--- src/rtl/sensor_level_bar_display_defines.svh ---
// ----------------------------------------------------------------------------
// sensor level bar display assertion macros
// concurrent assertion wrappers, compiled out when SYNTH is defined
// ----------------------------------------------------------------------------
`ifndef SENSOR_LEVEL_BAR_DISPLAY_DEFINES_SVH
`define SENSOR_LEVEL_BAR_DISPLAY_DEFINES_SVH
`ifndef SYNTH
// property checked on every rising clock edge outside reset
`define SLBD_ASSERT(lbl, prop, msg) \
   lbl: assert property (@(posedge clock) disable iff (reset) prop) else $error(msg);
// implication checked on every rising clock edge outside reset
`define SLBD_ASSERT_IMPL(lbl, pre, post, msg) \
   lbl: assert property (@(posedge clock) disable iff (reset) (pre) |-> (post)) else $error(msg);
`else
`define SLBD_ASSERT(lbl, prop, msg)
`define SLBD_ASSERT_IMPL(lbl, pre, post, msg)
`endif
`endif

--- src/rtl/slbd_pkg.sv ---
// ----------------------------------------------------------------------------
// slbd_pkg
// types and fixed constants of the sensor level bar display
// ----------------------------------------------------------------------------
`default_nettype none

package slbd_pkg;

   // sequencer states, one-hot
   typedef enum logic [8:0] {
      ST_IDLE = 9'b000000001,
      ST_PICK = 9'b000000010,
      ST_LVL0 = 9'b000000100,
      ST_LVL1 = 9'b000001000,
      ST_BAR  = 9'b000010000,
      ST_DIVQ = 9'b000100000,
      ST_DIVR = 9'b001000000,
      ST_LERP = 9'b010000000,
      ST_EMIT = 9'b100000000
   } state_type;

   // register indexes
   localparam logic [2:0] CSR_TEMP_ENABLE    = 3'd0;
   localparam logic [2:0] CSR_FAN_ENABLE     = 3'd1;
   localparam logic [2:0] CSR_TEMP_LED_COUNT = 3'd2;
   localparam logic [2:0] CSR_FAN_LED_COUNT  = 3'd3;
   localparam logic [2:0] CSR_SINGLE_SAMPLE  = 3'd4;

   localparam logic CHAN_TEMP = 1'b0;
   localparam logic CHAN_FAN  = 1'b1;

   // color component being interpolated
   localparam logic [1:0] COMP_R = 2'd0;
   localparam logic [1:0] COMP_G = 2'd1;
   localparam logic [1:0] COMP_B = 2'd2;

   localparam logic [3:0] MAX_LEDS = 4'd10;

   localparam logic [23:0] COLOR_GREEN  = 24'h00FF00;
   localparam logic [23:0] COLOR_YELLOW = 24'hFFFF00;
   localparam logic [23:0] COLOR_RED    = 24'hFF0000;
   localparam logic [23:0] COLOR_BLUE   = 24'h0066FF;
   localparam logic [23:0] COLOR_ORANGE = 24'hFF7A00;
   localparam logic [23:0] COLOR_FAIL   = 24'h400000;

   // reading limits
   localparam logic [7:0] READING_MAX    = 8'd100;
   localparam logic [7:0] FAN_DOUBLE_MAX = 8'd50;

   // moving average, alpha 90/256, q7.8 level
   localparam logic [7:0]  EMA_ALPHA = 8'd90;
   localparam logic [7:0]  EMA_KEEP  = 8'd166;
   localparam logic [22:0] EMA_ROUND = 23'd128;
   localparam logic [14:0] LEVEL_MAX = 15'd25600;

   // full scale in q7.8 and half a bar step for rounding
   localparam logic [14:0] TEMP_FULL_LVL = 15'd16640;
   localparam logic [14:0] FAN_FULL_LVL  = 15'd25600;
   localparam logic [18:0] TEMP_HALF     = 19'd8320;
   localparam logic [18:0] FAN_HALF      = 19'd12800;

   // color knees in q7.8
   localparam logic [14:0] TEMP_KNEE1 = 15'd6400;
   localparam logic [14:0] TEMP_KNEE2 = 15'd11520;
   localparam logic [14:0] FAN_KNEE1  = 15'd8448;
   localparam logic [14:0] FAN_KNEE2  = 15'd16896;

   // constant divisors and floor(65536 / d)
   localparam logic [6:0]  DIV_TEMP_FULL = 7'd65;
   localparam logic [6:0]  DIV_FAN_FULL  = 7'd100;
   localparam logic [6:0]  DIV_TEMP_SEG1 = 7'd25;
   localparam logic [6:0]  DIV_TEMP_SEG2 = 7'd20;
   localparam logic [6:0]  DIV_FAN_SEG   = 7'd33;
   localparam logic [11:0] RCP_TEMP_FULL = 12'd1008;
   localparam logic [11:0] RCP_FAN_FULL  = 12'd655;
   localparam logic [11:0] RCP_TEMP_SEG1 = 12'd2621;
   localparam logic [11:0] RCP_TEMP_SEG2 = 12'd3276;
   localparam logic [11:0] RCP_FAN_SEG   = 12'd1985;

endpackage

`default_nettype wire

--- src/rtl/sensor_level_bar_display.sv ---
// ----------------------------------------------------------------------------
// sensor_level_bar_display
// turns temperature and fan poll results into led bar updates
// ----------------------------------------------------------------------------
// Each request beat carries one poll result (channel, up to three samples and
// the sample count) and yields exactly one response beat: the lit led count,
// the 0xRRGGBB bar color, a fail flag and the accepted reading. Samples are
// reduced to one reading (first sample, floored mean of two, median of three),
// checked and scaled, then folded into the channel's q7.8 level by a moving
// average; bar length and color come from that level. Every multiply runs
// through one 16x16 multiplier under a small sequencer, one product per cycle,
// and constant divisions use reciprocal multiply plus one correction step. An
// item passes PICK, LVL0, LVL1, BAR, DIVQ, DIVR (bar), DIVQ, DIVR (color) and
// a LERP per component to EMIT; past the last knee it skips from DIVR to EMIT,
// a failed read or disabled channel from PICK; req_stall is high the whole time.
// The response sits in an output register, so the next request is taken the
// cycle after an item finishes even while that response is still stalled.
// Registers are written through csr_write/csr_index/csr_wdata and should only
// change while no item is in flight.
`default_nettype none

`include "sensor_level_bar_display_defines.svh"

module sensor_level_bar_display
   import slbd_pkg::*;
(
   input  wire logic        clock,
   input  wire logic        reset,
   // request channel
   input  wire logic        req_valid,
   output logic             req_stall,
   input  wire logic        req_channel,
   input  wire logic [7:0]  req_sample_a,
   input  wire logic [7:0]  req_sample_b,
   input  wire logic [7:0]  req_sample_c,
   input  wire logic [1:0]  req_sample_count,
   // response channel
   output logic             rsp_valid,
   input  wire logic        rsp_stall,
   output logic             rsp_bar_channel,
   output logic [3:0]       rsp_lit_count,
   output logic [23:0]      rsp_bar_color,
   output logic             rsp_fail,
   output logic [6:0]       rsp_reading,
   // register write port
   input  wire logic        csr_write,
   input  wire logic [2:0]  csr_index,
   input  wire logic [3:0]  csr_wdata
);

   // ---------------------------------------------------------------- registers
   state_type   state_ff, state_in;

   // configuration
   logic        temp_enable_ff, temp_enable_in;
   logic        fan_enable_ff, fan_enable_in;
   logic [3:0]  temp_led_count_ff, temp_led_count_in;
   logic [3:0]  fan_led_count_ff, fan_led_count_in;
   logic        single_sample_ff, single_sample_in;

   // per channel q7.8 levels
   logic [14:0] temp_level_ff, temp_level_in;
   logic [14:0] fan_level_ff, fan_level_in;

   // captured request beat
   logic        ch_ff, ch_in;
   logic [7:0]  a_ff, a_in;
   logic [7:0]  b_ff, b_in;
   logic [7:0]  c_ff, c_in;
   logic [1:0]  cnt_ff, cnt_in;

   // working values
   logic [6:0]  reading_ff, reading_in;
   logic [22:0] acc_ff, acc_in;
   logic [14:0] lvl_ff, lvl_in;
   logic [3:0]  lit_ff, lit_in;
   logic [23:0] color_ff, color_in;
   logic        fail_ff, fail_in;

   // constant divider operands
   logic [13:0] div_x_ff, div_x_in;
   logic [6:0]  div_d_ff, div_d_in;
   logic [11:0] div_rcp_ff, div_rcp_in;
   logic [8:0]  div_q_ff, div_q_in;
   logic        div_bar_ff, div_bar_in;

   // color interpolation
   logic [23:0] col_a_ff, col_a_in;
   logic [23:0] col_b_ff, col_b_in;
   logic [8:0]  t_ff, t_in;
   logic [1:0]  comp_ff, comp_in;

   // response register
   logic        rsp_valid_ff, rsp_valid_in;
   logic        rsp_ch_ff, rsp_ch_in;
   logic [3:0]  rsp_lit_ff, rsp_lit_in;
   logic [23:0] rsp_color_ff, rsp_color_in;
   logic        rsp_fail_ff, rsp_fail_in;
   logic [6:0]  rsp_reading_ff, rsp_reading_in;

   // ---------------------------------------------------------- shared multiplier
   logic [15:0] mul_a;
   logic [15:0] mul_b;
   logic [31:0] prod;

   assign prod = mul_a * mul_b;

   // -------------------------------------------------------- channel selection
   logic        chan_en;
   logic [3:0]  n_raw;
   logic [3:0]  n_sat;
   logic [14:0] lvl_old;

   assign chan_en = (ch_ff == CHAN_FAN) ? fan_enable_ff : temp_enable_ff;
   assign n_raw   = (ch_ff == CHAN_FAN) ? fan_led_count_ff : temp_led_count_ff;
   assign n_sat   = (n_raw > MAX_LEDS) ? MAX_LEDS : n_raw;
   assign lvl_old = (ch_ff == CHAN_FAN) ? fan_level_ff : temp_level_ff;

   // ----------------------------------------------------------- sample forming
   logic [8:0]  pair_sum;
   logic [7:0]  lo_ab;
   logic [7:0]  hi_ab;
   logic [7:0]  median;
   logic [7:0]  picked;
   logic [7:0]  doubled;
   logic [7:0]  scaled;
   logic        bad;

   assign pair_sum = {1'b0, a_ff} + {1'b0, b_ff};
   assign lo_ab    = (a_ff < b_ff) ? a_ff : b_ff;
   assign hi_ab    = (a_ff > b_ff) ? a_ff : b_ff;
   assign median   = (c_ff < lo_ab) ? lo_ab : ((c_ff > hi_ab) ? hi_ab : c_ff);

   always_comb begin
      // single sample mode and a lone sample both use the first byte
      priority if (single_sample_ff || cnt_ff == 2'd1) begin
         picked = a_ff;
      end else if (cnt_ff == 2'd2) begin
         picked = pair_sum[8:1];
      end else begin
         picked = median;
      end
   end

   // fan readings up to half scale are doubled, then capped at full scale
   assign doubled = (picked <= FAN_DOUBLE_MAX) ? {picked[6:0], 1'b0} : picked;
   assign scaled  = (ch_ff == CHAN_FAN) ?
                    ((doubled > READING_MAX) ? READING_MAX : doubled) : picked;
   // no samples, or an implausible temperature
   assign bad     = (cnt_ff == 2'd0) || (ch_ff == CHAN_TEMP && picked > READING_MAX);

   // -------------------------------------------------------- datapath helpers
   logic [22:0] lvl_sum;
   logic [14:0] bar_lc;
   logic [18:0] bar_x;
   logic [13:0] div_rem;
   logic [8:0]  div_q_fix;
   logic [14:0] col_lc;
   logic [14:0] col_off;
   logic [7:0]  comp_a;
   logic [7:0]  comp_b;
   logic        comp_up;
   logic [7:0]  comp_mag;
   logic [16:0] comp_base;
   logic [16:0] comp_sum;
   logic [7:0]  comp_val;

   assign lvl_sum = acc_ff + prod[22:0];

   // level clamped to the bar's full scale
   always_comb begin
      if (ch_ff == CHAN_FAN) begin
         bar_lc = (lvl_ff > FAN_FULL_LVL) ? FAN_FULL_LVL : lvl_ff;
      end else begin
         bar_lc = (lvl_ff > TEMP_FULL_LVL) ? TEMP_FULL_LVL : lvl_ff;
      end
   end

   // level * n plus half a step; the low byte drops before the divide
   assign bar_x = prod[18:0] + ((ch_ff == CHAN_FAN) ? FAN_HALF : TEMP_HALF);

   // reciprocal quotient is low by at most one, one correction fixes it
   assign div_rem   = div_x_ff - prod[13:0];
   assign div_q_fix = (div_rem >= {7'd0, div_d_ff}) ? (div_q_ff + 9'd1) : div_q_ff;

   assign col_lc  = bar_lc;
   assign col_off = col_lc - ((ch_ff == CHAN_FAN) ?
                    ((col_lc <= FAN_KNEE1) ? 15'd0 : FAN_KNEE1) :
                    ((col_lc <= TEMP_KNEE1) ? 15'd0 : TEMP_KNEE1));

   always_comb begin
      unique case (comp_ff)
         COMP_R: begin
            comp_a = col_a_ff[23:16];
            comp_b = col_b_ff[23:16];
         end
         COMP_G: begin
            comp_a = col_a_ff[15:8];
            comp_b = col_b_ff[15:8];
         end
         default: begin
            comp_a = col_a_ff[7:0];
            comp_b = col_b_ff[7:0];
         end
      endcase
   end

   // a + (b - a) * t / 256, with the difference kept as sign and magnitude
   assign comp_up   = (comp_b >= comp_a);
   assign comp_mag  = comp_up ? (comp_b - comp_a) : (comp_a - comp_b);
   assign comp_base = {1'b0, comp_a, 8'd0};
   assign comp_sum  = comp_up ? (comp_base + prod[16:0]) : (comp_base - prod[16:0]);
   assign comp_val  = comp_sum[15:8];

   // --------------------------------------------------------------- sequencer
   always_comb begin
      state_in          = state_ff;
      temp_enable_in    = temp_enable_ff;
      fan_enable_in     = fan_enable_ff;
      temp_led_count_in = temp_led_count_ff;
      fan_led_count_in  = fan_led_count_ff;
      single_sample_in  = single_sample_ff;
      temp_level_in     = temp_level_ff;
      fan_level_in      = fan_level_ff;
      ch_in             = ch_ff;
      a_in              = a_ff;
      b_in              = b_ff;
      c_in              = c_ff;
      cnt_in            = cnt_ff;
      reading_in        = reading_ff;
      acc_in            = acc_ff;
      lvl_in            = lvl_ff;
      lit_in            = lit_ff;
      color_in          = color_ff;
      fail_in           = fail_ff;
      div_x_in          = div_x_ff;
      div_d_in          = div_d_ff;
      div_rcp_in        = div_rcp_ff;
      div_q_in          = div_q_ff;
      div_bar_in        = div_bar_ff;
      col_a_in          = col_a_ff;
      col_b_in          = col_b_ff;
      t_in              = t_ff;
      comp_in           = comp_ff;
      rsp_valid_in      = rsp_valid_ff;
      rsp_ch_in         = rsp_ch_ff;
      rsp_lit_in        = rsp_lit_ff;
      rsp_color_in      = rsp_color_ff;
      rsp_fail_in       = rsp_fail_ff;
      rsp_reading_in    = rsp_reading_ff;
      mul_a             = '0;
      mul_b             = '0;

      // register writes
      if (csr_write) begin
         unique case (csr_index)
            CSR_TEMP_ENABLE:    temp_enable_in    = csr_wdata[0];
            CSR_FAN_ENABLE:     fan_enable_in     = csr_wdata[0];
            CSR_TEMP_LED_COUNT: temp_led_count_in = csr_wdata;
            CSR_FAN_LED_COUNT:  fan_led_count_in  = csr_wdata;
            CSR_SINGLE_SAMPLE:  single_sample_in  = csr_wdata[0];
            default: ;
         endcase
      end

      // response beat taken downstream
      if (rsp_valid_ff && !rsp_stall) begin
         rsp_valid_in = 1'b0;
      end

      unique case (state_ff)
         ST_IDLE: begin
            if (req_valid) begin
               ch_in    = req_channel;
               a_in     = req_sample_a;
               b_in     = req_sample_b;
               c_in     = req_sample_c;
               cnt_in   = req_sample_count;
               state_in = ST_PICK;
            end
         end

         ST_PICK: begin
            if (!chan_en) begin
               // blank bar, level untouched
               lit_in     = 4'd0;
               color_in   = 24'd0;
               fail_in    = 1'b0;
               reading_in = 7'd0;
               state_in   = ST_EMIT;
            end else if (bad) begin
               // dim red first pixel, level untouched
               lit_in     = (n_sat != 4'd0) ? 4'd1 : 4'd0;
               color_in   = COLOR_FAIL;
               fail_in    = 1'b1;
               reading_in = 7'd0;
               state_in   = ST_EMIT;
            end else begin
               fail_in    = 1'b0;
               reading_in = scaled[6:0];
               state_in   = ST_LVL0;
            end
         end

         ST_LVL0: begin
            // alpha * reading in q7.8 plus rounding
            mul_a    = 16'(EMA_ALPHA);
            mul_b    = 16'(reading_ff);
            acc_in   = {prod[14:0], 8'd0} + EMA_ROUND;
            state_in = ST_LVL1;
         end

         ST_LVL1: begin
            // add (256 - alpha) * old level, drop the fraction byte
            mul_a  = 16'(EMA_KEEP);
            mul_b  = 16'(lvl_old);
            lvl_in = lvl_sum[22:8];
            if (ch_ff == CHAN_FAN) begin
               fan_level_in = lvl_sum[22:8];
            end else begin
               temp_level_in = lvl_sum[22:8];
            end
            state_in = ST_BAR;
         end

         ST_BAR: begin
            // bar length = floor((L*n + 128F) / 256 / F)
            mul_a      = 16'(bar_lc);
            mul_b      = 16'(n_sat);
            div_x_in   = 14'(bar_x[18:8]);
            div_d_in   = (ch_ff == CHAN_FAN) ? DIV_FAN_FULL : DIV_TEMP_FULL;
            div_rcp_in = (ch_ff == CHAN_FAN) ? RCP_FAN_FULL : RCP_TEMP_FULL;
            div_bar_in = 1'b1;
            state_in   = ST_DIVQ;
         end

         ST_DIVQ: begin
            mul_a    = 16'(div_x_ff);
            mul_b    = 16'(div_rcp_ff);
            div_q_in = prod[24:16];
            state_in = ST_DIVR;
         end

         ST_DIVR: begin
            mul_a = 16'(div_q_ff);
            mul_b = 16'(div_d_ff);
            if (div_bar_ff) begin
               lit_in     = (div_q_fix > {5'd0, n_sat}) ? n_sat : div_q_fix[3:0];
               div_bar_in = 1'b0;
               div_x_in   = col_off[13:0];
               state_in   = ST_DIVQ;
               // pick the color segment from the clamped level
               if (ch_ff == CHAN_FAN) begin
                  div_d_in   = DIV_FAN_SEG;
                  div_rcp_in = RCP_FAN_SEG;
                  priority if (col_lc <= FAN_KNEE1) begin
                     col_a_in = COLOR_BLUE;
                     col_b_in = COLOR_YELLOW;
                  end else if (col_lc <= FAN_KNEE2) begin
                     col_a_in = COLOR_YELLOW;
                     col_b_in = COLOR_ORANGE;
                  end else begin
                     color_in = COLOR_ORANGE;
                     state_in = ST_EMIT;
                  end
               end else begin
                  priority if (col_lc <= TEMP_KNEE1) begin
                     div_d_in   = DIV_TEMP_SEG1;
                     div_rcp_in = RCP_TEMP_SEG1;
                     col_a_in   = COLOR_GREEN;
                     col_b_in   = COLOR_YELLOW;
                  end else if (col_lc <= TEMP_KNEE2) begin
                     div_d_in   = DIV_TEMP_SEG2;
                     div_rcp_in = RCP_TEMP_SEG2;
                     col_a_in   = COLOR_YELLOW;
                     col_b_in   = COLOR_RED;
                  end else begin
                     color_in = COLOR_RED;
                     state_in = ST_EMIT;
                  end
               end
            end else begin
               // color fraction in 1/256 units
               t_in     = div_q_fix;
               comp_in  = COMP_R;
               state_in = ST_LERP;
            end
         end

         ST_LERP: begin
            mul_a = 16'(comp_mag);
            mul_b = 16'(t_ff);
            unique case (comp_ff)
               COMP_R:  color_in[23:16] = comp_val;
               COMP_G:  color_in[15:8]  = comp_val;
               default: color_in[7:0]   = comp_val;
            endcase
            if (comp_ff == COMP_B) begin
               state_in = ST_EMIT;
            end else begin
               comp_in = comp_ff + 2'd1;
            end
         end

         ST_EMIT: begin
            // load the response once the output register is free
            if (!rsp_valid_ff || !rsp_stall) begin
               rsp_valid_in   = 1'b1;
               rsp_ch_in      = ch_ff;
               rsp_lit_in     = lit_ff;
               rsp_color_in   = color_ff;
               rsp_fail_in    = fail_ff;
               rsp_reading_in = reading_ff;
               state_in       = ST_IDLE;
            end
         end

         default: state_in = ST_IDLE;
      endcase
   end

   always_ff @(posedge clock) begin
      if (reset) begin
         state_ff          <= ST_IDLE;
         temp_enable_ff    <= 1'b1;
         fan_enable_ff     <= 1'b1;
         temp_led_count_ff <= 4'd5;
         fan_led_count_ff  <= 4'd5;
         single_sample_ff  <= 1'b0;
         temp_level_ff     <= 15'd0;
         fan_level_ff      <= 15'd0;
         rsp_valid_ff      <= 1'b0;
      end else begin
         state_ff          <= state_in;
         temp_enable_ff    <= temp_enable_in;
         fan_enable_ff     <= fan_enable_in;
         temp_led_count_ff <= temp_led_count_in;
         fan_led_count_ff  <= fan_led_count_in;
         single_sample_ff  <= single_sample_in;
         temp_level_ff     <= temp_level_in;
         fan_level_ff      <= fan_level_in;
         rsp_valid_ff      <= rsp_valid_in;
      end
   end

   // payload registers, no reset
   always_ff @(posedge clock) begin
      ch_ff          <= ch_in;
      a_ff           <= a_in;
      b_ff           <= b_in;
      c_ff           <= c_in;
      cnt_ff         <= cnt_in;
      reading_ff     <= reading_in;
      acc_ff         <= acc_in;
      lvl_ff         <= lvl_in;
      lit_ff         <= lit_in;
      color_ff       <= color_in;
      fail_ff        <= fail_in;
      div_x_ff       <= div_x_in;
      div_d_ff       <= div_d_in;
      div_rcp_ff     <= div_rcp_in;
      div_q_ff       <= div_q_in;
      div_bar_ff     <= div_bar_in;
      col_a_ff       <= col_a_in;
      col_b_ff       <= col_b_in;
      t_ff           <= t_in;
      comp_ff        <= comp_in;
      rsp_ch_ff      <= rsp_ch_in;
      rsp_lit_ff     <= rsp_lit_in;
      rsp_color_ff   <= rsp_color_in;
      rsp_fail_ff    <= rsp_fail_in;
      rsp_reading_ff <= rsp_reading_in;
   end

   // ------------------------------------------------------------------ outputs
   assign req_stall       = (state_ff != ST_IDLE);
   assign rsp_valid       = rsp_valid_ff;
   assign rsp_bar_channel = rsp_ch_ff;
   assign rsp_lit_count   = rsp_lit_ff;
   assign rsp_bar_color   = rsp_color_ff;
   assign rsp_fail        = rsp_fail_ff;
   assign rsp_reading     = rsp_reading_ff;

   // --------------------------------------------------------------- assertions
   `SLBD_ASSERT(a_accept_starts_item, req_valid && !req_stall |=> state_ff == ST_PICK, "no item")
   `SLBD_ASSERT_IMPL(a_div_fix, state_ff == ST_DIVR, div_rem[13:1] < 13'(div_d_ff), "bad quotient")
   `SLBD_ASSERT_IMPL(a_fail_beat, rsp_valid && rsp_fail, rsp_bar_color == COLOR_FAIL, "bad beat")
   `SLBD_ASSERT(a_level, temp_level_ff <= LEVEL_MAX && fan_level_ff <= LEVEL_MAX, "level high")

endmodule

`default_nettype wire

--- config.mk ---
export PLATFORM = sky130hd
export DESIGN_NAME = sensor_level_bar_display
export DESIGN_NICKNAME = d
export VERILOG_FILES = /design/src/rtl/slbd_pkg.sv /design/src/rtl/sensor_level_bar_display.sv
export VERILOG_INCLUDE_DIRS = /design/src /design/src/rtl
export SDC_FILE = /design/constraint.sdc
export NUM_CORES = 1
export LEC_CHECK = 0
export BUFFER_PORTS_ARGS = -buffer_cell sky130_fd_sc_hd__buf_2
export CAP_MARGIN = 20
export CORE_ASPECT_RATIO = 1.5
export CORE_MARGIN = 5
export CORE_UTILIZATION = 35
export DETAILED_ROUTE_END_ITERATION = 7
export PLACE_DENSITY = 0.48
export SYNTH_ARGS = -nofsm -noshare
export SYNTH_HDL_FRONTEND = slang
export SYNTH_SLANG_ARGS = --single-unit
--- constraint.sdc ---
create_clock -name clock -period 13.1 [get_ports clock]
set_input_delay 2.62 -clock clock [delete_from_list [all_inputs] [get_ports clock]]
set_output_delay 2.62 -clock clock [all_outputs]
set_load 0.01 [all_outputs]
Word-level counts from Yosys, hierarchy flattened
Cells that the tools add are included.
Storage, ports and cells
  word-level logic and storage cells: 229
  bits of input ports: 39
  bits in registers: 291
  output and inout bits: 39
Cells by class
  $lt $le $gt $ge: 17
  muxes and demuxes: 89
  $add $sub $neg: 12
  bitwise gates (word level): 3
  equality and inequality tests: 34
  reduce and logical (&&, ||, !) cells: 37
  multipliers: 1
Operators by type and width (count)
  $mux W24: 18
  $pmux W15 S6: 2
  $mux W9: 13
  $mux W8: 11
  $pmux W9 S9: 1
  $pmux W24 S3: 1
  $mux W15: 4
  $mux W12: 4
  $mux W14: 3
  $mux W7: 6
  $pmux W8 S2: 2
  $gt A15 B15 Y1 const B: 2
  $le A15 B14 Y1 const B: 2
  $pmux W14 S2: 1
  $sub A14 B14 Y14: 2
  $mux W13: 2
  $mul A15 B15 Y25: 1
  $mux W4: 6
  $pmux W12 S2: 1
  $reduce_and A8 Y1: 3
  $add A23 B23 Y23: 1
  $add A23 B8 Y23 const B: 1
  $reduce_and A2 Y1: 11
  $add A19 B14 Y19: 1
  56 further kinds: 94

Longest topological paths before layout
Gate-level depths: netlist (run 1).
  depth after elaboration: 13
  gate-level depth with buffers: 57
  depth with buffers taken out: 55

Worst setup path before layout (run 1)
No wires, ideal clock.
  path kind: reg2reg
  start: register comp_ff[0]
  end: register lit_ff[0], data pin
  data required time: 12.833 ns
  period minus slack after synthesis: 11.791 ns
  slack: 1.309 ns
  buffers on the path: 2
  stages on the path, launching flop included: 56
  data arrival time: 11.524 ns
  setup time: 0.267 ns
  path through: edfxtp_1 > inv_1 > ha_1 > nor2b_1 > nor2b_1 > a221oi_1 > inv_1 > ha_1 > clkbuf_1 > o21a_1 > o21ai_0 > nand2b_1 > a21oi_1 > clkbuf_1 > nor3_1 > nand2_1 > nand3_1 > nand3_1 > (+20 left out) > inv_1 > ha_1 > inv_1 > a211oi_1 > nand3_1 > a31oi_1 > o2111a_1 > nand4_2 > mux2_2 > ha_1 > nor2b_1 > o21ai_0 > nand2b_1 > a21oi_1 > a41o_1 > o2111ai_4 > mux2i_1 > o21ai_1
Between the ends
  cells in the longest elaborated chain, start to end: 13
  elaborated cells on any way between the ends: 17
  classes of those cells: 3 x add/sub; 1 x mul; 3 x order compare; 1 x eq/ne; 8 x mux; 1 x reduce/logical
RTL lines
  start: declaration: line sensor_level_bar_display.sv:91  | logic [1:0] comp_ff, comp_in;
  start signal: assignment: line sensor_level_bar_display.sv:467  | comp_ff <= comp_in;
  $eq A2 B1 Y1 or $logic_not A2 Y1 (tied branches): line sensor_level_bar_display.sv:192  | unique case (comp_ff)
  $pmux W8 S2: line sensor_level_bar_display.sv:192
  $sub A8 B8 Y8 or $ge A8 B8 Y1 (tied branches): line sensor_level_bar_display.sv:210, sensor_level_bar_display.sv:209
  $mux W8 *: line sensor_level_bar_display.sv:210  | assign comp_mag = comp_up ? (comp_b - comp_a) : (comp_a - comp_b);
  $pmux W15 S6 *: line sensor_level_bar_display.sv:271  | unique case (state_ff)
  $mul A15 B15 Y25 *: line sensor_level_bar_display.sv:106  | assign prod = mul_a * mul_b;
  via prod[12]: line sensor_level_bar_display.sv:104  | logic [31:0] prod;
  $sub A14 B14 Y14 *: line sensor_level_bar_display.sv:183  | assign div_rem = div_x_ff - prod[13:0];
  $ge A14 B7 Y1 *: line sensor_level_bar_display.sv:184  | assign div_q_fix = (div_rem >= {7'd0, div_d_ff}) ? (div_q_ff + 9'd1) : div_q_ff;
  $mux W9 *: line sensor_level_bar_display.sv:184
  via div_q_fix[1]: line sensor_level_bar_display.sv:157  | logic [8:0] div_q_fix;
  $gt A9 B4 Y1 *: line sensor_level_bar_display.sv:348  | lit_in = (div_q_fix > {5'd0, n_sat}) ? n_sat : div_q_fix[3:0];
  $mux W4 *: line sensor_level_bar_display.sv:348
  $mux W4 *: line sensor_level_bar_display.sv:347  | if (div_bar_ff) begin
  $pmux W4 S2 *: line sensor_level_bar_display.sv:271
  via lit_in[0]: line sensor_level_bar_display.sv:76  | logic [3:0] lit_ff, lit_in;
  end signal: assignment: line sensor_level_bar_display.sv:456  | lit_ff <= lit_in;
  end: declaration: line sensor_level_bar_display.sv:76
Mark *: on every way through the listed nets, which the timed path passes. The rest lies on a longest branch. The select of a mux whose other input is x is not followed.
A chain may end at the register's enable or synchronous reset.

Worst setup path in the final report (run 1)
Same ends and word-level chain as after synthesis.

==> results of run 1 <==
area by class of cell:
cell class	instances	area (um^2)
fill	5906	34970
multi-input combinational	1531	12510
sequential	236	6576
inverter	280	1056
tap	770	963.4
timing repair buffer	125	758.2
clock buffer	30	621.8
clock inverter	12	110.1
sequential cells by signal, indices dropped and copies added, names as in the netlist, 9 cells and up:
register       count
div_rcp_ff        10
color_ff          24
div_q_ff           9
acc_ff            15
fan_level_ff      15
lvl_ff            15
temp_level_ff     15
state_ff           9
rsp_bar_color     24
div_x_ff          14
t_ff               9
placed cells by master, fill, tap and decap left out, types with 17 or more instances in the layout:
cell / Yosys / final
ha_1: 172 / 172
xnor2_1: 59 / 59
a211oi_1: 22 / 21
clkbuf_16: 0 / 23
buf_2: 7 / 77
mux2i_1: 29 / 29
edfxtp_1: 185 / 185
nor2_1: 220 / 218
o21a_1: 17 / 17
xor2_1: 25 / 25
nand3_1: 27 / 27
inv_1: 278 / 277
a21o_1: 27 / 26
fa_1: 163 / 163
nand2b_1: 26 / 26
dfxtp_1: 51 / 51
o21ai_0: 60 / 60
nor3_1: 21 / 20
nand2_1: 214 / 214
a21oi_1: 120 / 119
conb_1: 2 / 27
nor2b_1: 30 / 30
buf_4: 0 / 47
kinds of logic (layout without fill, tap and decap cells):
| logic type | after synthesis | in the layout | share of synthesized area |
|---|---|---|---|
| adders and majority gates | 335 | 335 | 0.2675 |
| xor gates and xnor gates | 85 | 85 | 0.03752 |
| and+or+nand+nor | 631 | 631 | 0.1435 |
| AOI/OAI and AO/OA | 417 | 417 | 0.1430 |
| other | 2 | 27 | 0.0003710 |
| buffers and inverters | 342 | 447 | 0.06484 |
| muxes | 36 | 36 | 0.01842 |
| DFF | 236 | 236 | 0.3249 |
per-layer routing:
metal	up-vias	wire, um	global-route usage
li1	7353	-	-
met1	7735	23160	0.2169
met2	393	36850	0.4121
met3	189	2004	0.02063
met4	0	4978	0.1271
met5	-	0	0
worst max-delay path, delay by kind of cell (launching register included):
family	cells	cell delay, ns
xor gates and xnor gates	2	0.51
DFF	1	0.41
buffers and inverters	9	0.69
AOI/OAI and AO/OA	16	3.13
and+or+nand+nor	14	2.04
muxes	2	0.60
adders and majority gates	11	4.62
final timing paths:
check                      endpoint  depth (start not counted)
hold reg to reg   rsp_bar_color[19]                          0
hold / removal    rsp_bar_color[19]                          0
setup reg to reg          lit_ff[0]                         54
setup / recovery          lit_ff[0]                         54
power by group through the flow:
stage / clock network, mW / logic (mW) / registers, mW
after floorplan: 0 / 0.308 / 0.851
after global placement: 0 / 0.420 / 0.858
after detailed placement: 0 / 0.422 / 0.858
after CTS: 0.687 / 0.426 / 0.841
after global routing: 0.711 / 0.471 / 0.842
final: 0.663 / 0.425 / 0.842
metrics by stage:
stage | hold WS (ns) | area (um^2) | TNS [ns] | cells
global placement | 0.4014 | 21830 | 0 | 2941
detailed placement | 0.4052 | 21830 | 0 | 2941
finish | 0.4110 | 22600 | 0 | 2984
global route | 0.4273 | 22600 | -0.02816 | 2984
floorplan | 0.4003 | 20340 | 0 | 2109
CTS | 0.4114 | 22570 | 0 | 2983
what timing repair did:
item,4_1_cts,5_1_grt
buffers inserted,0,1
endpoints found under the setup margin,0,7
gates resized for setup,0,5
==> results_dict.tcl, run 1 <==
set metrics [dict create \
    status "completed" \
    dr.pass1.iters 5 \
    reg2reg_slack_ns 0.82 \
    synthArstFlopShare 0 \
    start_kind "flop" \
    power_frac_seq 0.436 \
    synth.ff_latch_count 236 \
    fin_skew_ns 0.01880 \
    slew_headroom 0.2428 \
    ys_top_cells_by_count "inv_1, nor2_1, nand2_1" \
    p_clk_frac 0.344 \
    io_pins 78 \
    die_x_um 206.4 \
    cpPeakStageDelay_ns 0.54 \
    finalSetupViolations 0 \
    crit_path_max_fanout 17 \
    hold_viol 0 \
    dp_hpwl_um 54160 \
    drtIter0Drc 752 \
    postRouteWirelength_um 67000 \
    p_comb_frac 0.220 \
    nNetsFinal 2571 \
    postCtsHoldBufs 0 \
    overflow 0 \
    synth.avg_cell_area_um2 9.713 \
    grt_pass1_vias 17010 \
    finalPower_mw 1.930 \
    slowest_stage "fa_1" \
    dr_total_vias 15670 \
    cp-end-kind "flop" \
    ys_top_cells_by_area "edfxtp_1, fa_1, ha_1, inv_1, dfxtp_1" \
    intPower_mw 1.350 \
    gr-usage-all-layers 0.2136 \
    path_class "reg -> reg" \
    drv_slew 0 \
    synth-edff-count 185 \
    portBuffers 77 \
    fin_crit_sh 0.9371 \
    grt_first_pass_wirelength_um 101800 \
    synth_flop_cell "edfxtp_1" \
    cap_violations 0 \
    netlist_area_um2 20240 \
    synth_cells 2084 \
    drc 0 \
    synth_top_area_cell "edfxtp_1" \
    synth.most_common_cell "inv_1" \
    h-tree-depth 1 \
    grt_max_degree 51 \
    vias_per_cell 5.251 \
    crit_path_start "comp_ff[0]" \
    worst_slack_ns 0.8241 \
    final_core_util 0.3925 \
    fin_crit_ns 12.28 \
    cp_data_required_time_ns 13.39 \
    clock_sinks 236 \
    cellLeakagePower_nw 9.690 \
    wl_per_cell_um 22.45 \
    clk_root_buffer_cell "clkbuf_16" \
    ys_types 100 \
    clk_latency_ns 0.55 \
    arrival_ns 12.56 \
    die_h_um 304.5 \
    r2r_start "comp_ff[0]" \
    die_area_um2 62840 \
    clockBufferDepth 3 \
    design.core.area_um2 57570 \
    synthToLayoutAreaGrowth_pct 11.63 \
    synth_top_area_share 0.2744 \
    start_util 0.3516 \
    drive_gt1_frac 0.09801 \
    switching_share 0.3006 \
    cts_buffers 23 \
    p_switching_mw 0.5801 \
    yosys_warnings 0 \
    num_rows 108 \
    p_per_area_nw_per_um2 85.40 \
    cts_tree "built" \
    min_from "color_ff[19]" \
    gp_congestion 0.9559 \
    antenna_found_initial 0 \
    ir_drop_mv 0.1365 \
    hold_class "reg -> reg" \
    clk_pin_slew_ns 0.08 \
    cp_common_cell "inv_1" \
    antenna_left 0 \
    seq_area_frac_synth 0.3249 \
    fmax_mhz 81.46 \
    worst_slew_pin_slew_ns 1.126 \
    diodes 0 \
    place_ws_ns 0.2752 \
]
Note: power is estimated with default switching activity, not from simulation.
==> run 2, diff against run 1 <==
--- a/config.mk
+++ b/config.mk
@@ -12,7 +12,7 @@
 export CORE_MARGIN = 5
 export CORE_UTILIZATION = 35
 export DETAILED_ROUTE_END_ITERATION = 7
-export PLACE_DENSITY = 0.48
+export PLACE_DENSITY = 0.5
 export SYNTH_ARGS = -nofsm -noshare
 export SYNTH_HDL_FRONTEND = slang
 export SYNTH_SLANG_ARGS = --single-unit
==> constraint.sdc (replaced) <==
create_clock -name clock -period 10.4 [get_ports clock]
set_input_delay 2.08 -clock clock [delete_from_list [all_inputs] [get_ports clock]]
set_output_delay 2.08 -clock clock [all_outputs]
set_load 0.01 [all_outputs]
==> run 2 against run 1 <==
Against the previous run: the run now ends with negative setup slack left; sequential share of layout area down 1.8 points; critical endpoint is now lit_ff[1]; clock skew up 0.0081 ns; largest cell class unchanged; clock power rose by 35%; highest routed layer unchanged; clock-buffer cell count is 3 higher; core utilization grew 2.7 points.
==> results_dict.tcl, run 2 (synthesis gave the netlist of run 1 again) <==
set metrics [dict create \
    status "finished, violations left" \
    violations "negative setup slack" \
    finalPower_mw 2.505 \
    io_pins 78 \
    crit_path_max_fanout 6 \
    ir_drop_mv 0.1351 \
    grt_first_pass_wirelength_um 100200 \
    synthToLayoutAreaGrowth_pct 19.20 \
    cts_buffers 23 \
    vias_per_cell 5.147 \
    cts_tree "built" \
    arrival_ns 11.24 \
    cellLeakagePower_nw 10.47 \
    cp_common_cell "fa_1" \
    clock_sinks 236 \
    layout_common_cells "inv_1, nor2_1, nand2_1" \
    antenna_found_initial 0 \
    grt_pass1_vias 17210 \
    drc 0 \
    start_kind "flop" \
    num_rows 108 \
    gp_congestion 0.9196 \
    worst_slew_pin_slew_ns 1.077 \
    dr_total_vias 16030 \
    nNetsFinal 2701 \
    wl_per_cell_um 21.12 \
    drtIter0Drc 812 \
    overflow 0 \
    start_util 0.3516 \
    timing.hold.ws_ns 0.4187 \
    diodes 0 \
    cp-end-kind "flop" \
    die_h_um 304.5 \
    worst_slack_ns -0.4692 \
    gr-usage-all-layers 0.2093 \
    cp_data_required_time_ns 10.77 \
    drv_slew 0 \
    portBuffers 77 \
    clockBufferDepth 3 \
    slowest_stage "fa_1" \
    clk_root_buffer_cell "clkbuf_16" \
    hold_class "reg -> reg" \
    h-tree-depth 1 \
    grt_max_degree 51 \
    antenna_left 0 \
    clk_latency_ns 0.55 \
    fmax_mhz 92.00 \
    p_per_area_nw_per_um2 103.8 \
    die_x_um 206.4 \
    slew_headroom 0.2819 \
    rsz0062_at_grt "true" \
    postRouteWirelength_um 65760 \
    clk_pin_slew_ns 0.07 \
    fin_skew_ns 0.02686 \
    die_area_um2 62840 \
    drive_gt1_frac 0.1728 \
    cap_violations 0 \
    design.core.area_um2 57570 \
    dr.pass1.iters 5 \
    fin_crit_sh 1.045 \
    finalSetupViolations 4 \
    hold_viol 0 \
    cpPeakStageDelay_ns 0.55 \
    fin_crit_ns 10.87 \
    dp_hpwl_um 54600 \
    final_common_cell "inv_1" \
    path_class "reg -> reg" \
]
[run 2: cell types whose count changed in the layout (fill, tap and decap cells not counted), sizes merged]
cell,delta
clkinvlp,+1
clkbuf,+3
bufinv,+2
buf,+130
clkinv,-5
inv,-1
[run 2: layer usage]
metal,part of all wire,GRT usage
met5,0,0
met4,0.086,0.1420
met3,0.036,0.02468
met2,0.53,0.3892
met1,0.34,0.2152
[run 2: what timing repair did]
item,CTS,global route
endpoints found under the setup margin,7,25
pin swaps,24,14
setup buffers,6,13
gates resized for setup,22,37
hold buffers,0,0
[run 2: area by class of cell]
cell class / instances / area [um^2]
repair buffers: 255 / 1794
clock buffers: 33 / 664.4
multi-input cells: 1531 / 12940
inverters: 280 / 1059
well taps: 770 / 963.4
flip-flops and latches: 236 / 6576
fillers: 5763 / 33440
clock inverters: 9 / 133.9
[run 2: critical path: cells and delay by family (launching register included)]
kind            cells  cell delay [ns]
buf+inv            12             1.01
fa+ha+maj          11             4.17
simple gates       11             1.54
xor+xnor            2             0.36
compound gates     16             2.76
flops               1             0.45
mux                 1             0.39
[run 2: per-stage QoR]
step | setup WS [ns] | cell area, um^2 | instances | setup TNS [ns] | utilization
finish | -0.4692 | 24130 | 3114 | -1.676 | 0.4191
global route | -1.080 | 24130 | 3114 | -6.500 | 0.4191
CTS | -0.2812 | 23860 | 3101 | -0.8998 | 0.4146
detailed placement | -0.3964 | 22910 | 3053 | -1.352 | 0.3980
global placement | -0.1794 | 22900 | 3052 | -0.5290 | 0.3978
floorplan | -0.06990 | 20550 | 2109 | -0.08611 | -
[run 2: final timing paths]
path,startpoint,endpoint,slack (ns),depth (start not counted)
max,comp_ff[0],lit_ff[1],-0.47,53
min,color_ff[7],rsp_bar_color[7],0.42,0
max reg2reg,comp_ff[0],lit_ff[1],-0.47,53
min reg2reg,color_ff[7],rsp_bar_color[7],0.42,0
[run 2: power breakdown]
part           total [mW]  internal [mW]  switching [mW]
logic               0.549          0.229           0.320
registers            1.06           1.04          0.0170
clock network       0.897          0.522           0.375
total                2.51           1.79           0.712
==> run 3, diff against run 2 <==
--- a/config.mk
+++ b/config.mk
@@ -13,6 +13,7 @@
 export CORE_UTILIZATION = 35
 export DETAILED_ROUTE_END_ITERATION = 7
 export PLACE_DENSITY = 0.5
+export RECOVER_POWER = 50
 export SYNTH_ARGS = -nofsm -noshare
 export SYNTH_HDL_FRONTEND = slang
 export SYNTH_SLANG_ARGS = --single-unit
==> run 3 against run 2 <==
Against the previous run: the run ends with max-capacitance violations, max-slew violations, negative setup slack left; core utilization down 0.13 points; power about the same; combinational power hardly changed; highest routed layer unchanged.
==> results_dict.tcl, run 3 (synthesis gave the netlist of run 1 again) <==
set metrics [dict create \
    start_util 0.3516 \
    fin_skew_ns 0.02868 \
    r2r_start "comp_ff[0]" \
    path_delay_family "adder cells" \
    fmax_mhz 91.94 \
    die_h_um 304.5 \
    cts_buffers 23 \
    arrival_ns 11.24 \
    antenna_found_initial 0 \
    grt_max_degree 51 \
    status "finished, violations left" \
    reg2reg_slack_ns -0.48 \
    r2r-end "lit_ff[1]" \
    cp_num_cells 53 \
    die_x_um 206.4 \
    fillCellCount 5783 \
    dr.pass1.iters 5 \
    nNetsFinal 2701 \
    cap_violations 3 \
    dp_hpwl_um 54600 \
    path_class "reg -> reg" \
    clk_pin_slew_ns 0.07 \
    synthToLayoutAreaGrowth_pct 18.82 \
    postCtsHoldBufs 0 \
    overflow 0 \
    endpoint "lit_ff[1]" \
    wl_per_cell_um 21.15 \
    clock_sinks 236 \
    hold_class "reg -> reg" \
    gp_congestion 0.9196 \
    cellLeakagePower_nw 10.41 \
    ir_drop_mv 0.1352 \
    slowest_stage "fa_1" \
    postRouteWirelength_um 65870 \
    clk_latency_ns 0.55 \
    hold_viol 0 \
    slew_headroom -0.7117 \
    design.core.area_um2 57570 \
    die_area_um2 62840 \
    fin_cells 3114 \
    start_kind "flop" \
    drive_gt1_frac 0.1655 \
    reg2reg_depth 53 \
    grt_first_pass_wirelength_um 100200 \
    final_common_cell "inv_1" \
    grt_pass1_vias 17210 \
    drc 0 \
    worst_slew_pin_slew_ns 2.568 \
    clockBufferDepth 3 \
    vias_per_cell 5.166 \
    dr_total_vias 16090 \
    rsz0062_at_grt "true" \
    cp-end-kind "flop" \
    gr-usage-all-layers 0.2093 \
    cts_tree "built" \
    drtIter0Drc 837 \
    dp_cells 3053 \
    crit_path_max_fanout 6 \
    layout_common_cells "inv_1, nor2_1, nand2_1" \
    fin_crit_sh 1.046 \
    worst_slack_ns -0.4762 \
    cpPeakStageDelay_ns 0.55 \
    io_pins 78 \
    h-tree-depth 1 \
    setup_tns_ns -1.700 \
    cp_data_required_time_ns 10.77 \
    multi_input_comb_area_um2 12890 \
    violations "max-capacitance violations, max-slew violations, negative setup slack" \
    clk_root_buffer_cell "clkbuf_16" \
    crit_path_start "comp_ff[0]" \
    num_rows 108 \
    drv_slew 81 \
    diodes 0 \
    portBuffers 77 \
    register_area_um2 6576 \
    cp_num_buf_inv 12 \
    antenna_left 0 \
    cp_common_cell "fa_1" \
    fin_crit_ns 10.88 \
    p_per_area_nw_per_um2 104.1 \
    place_ws_ns -0.3964 \
    finalSetupViolations 4 \
]
-- run 3: how the worst min path moves through the flow --
stage                  from           endpoint  slack, ns  cells after the start
6_report        color_ff[7]   rsp_bar_color[7]       0.42                      0
5_1_grt         color_ff[2]   rsp_bar_color[2]       0.43                      0
4_1_cts         color_ff[7]   rsp_bar_color[7]       0.42                      0
3_5_place_dp    color_ff[6]   rsp_bar_color[6]       0.41                      0
3_3_place_gp   color_ff[13]  rsp_bar_color[13]       0.40                      0
2_1_floorplan   color_ff[0]   rsp_bar_color[0]       0.40                      0
-- run 3: area by class of cell --
cell class	count	share of cell area
clock buffer	33	0.02762
inverter	280	0.04401
timing repair buffer	255	0.07320
tap	770	0.04006
clock inverter	9	0.005567
multi-input combinational	1531	0.5361
sequential	236	0.2734
-- run 3: power breakdown --
part | switching [mW] | leakage, nW | internal (mW)
combinational | 0.319 | 7.84 | 0.228
clock | 0.376 | 0.385 | 0.522
sequential | 0.0169 | 2.18 | 1.04
total | 0.712 | 10.4 | 1.79
-- run 3: metrics by stage --
stage	instance area (um^2)	util	power (mW)	hold WS, ns
detailed placement	22910	0.3980	1.620	0.4059
finish	24050	0.4178	2.504	0.4187
global route	24050	0.4178	2.625	0.4256
floorplan	20550	-	1.461	0.4003
CTS	23860	0.4146	2.526	0.4223
global placement	22900	0.3978	1.615	0.4010
-- run 3: per-layer routing --
metal  global-route usage  share of wire  vias to the layer above  wire (um)
li1                     -              -                     7608          -
met1               0.2152           0.35                     7904      22740
met2               0.3892           0.53                      407      35130
met3              0.02468          0.035                      167       2333
met4               0.1420          0.086                        0       5669
met5                    0              0                        -          0
-- run 3: timing repair --
action                     CTS  global route
resized for setup           22            37
setup endpoints to repair    7            25
pin swaps                   24            14
setup buffers                6            13
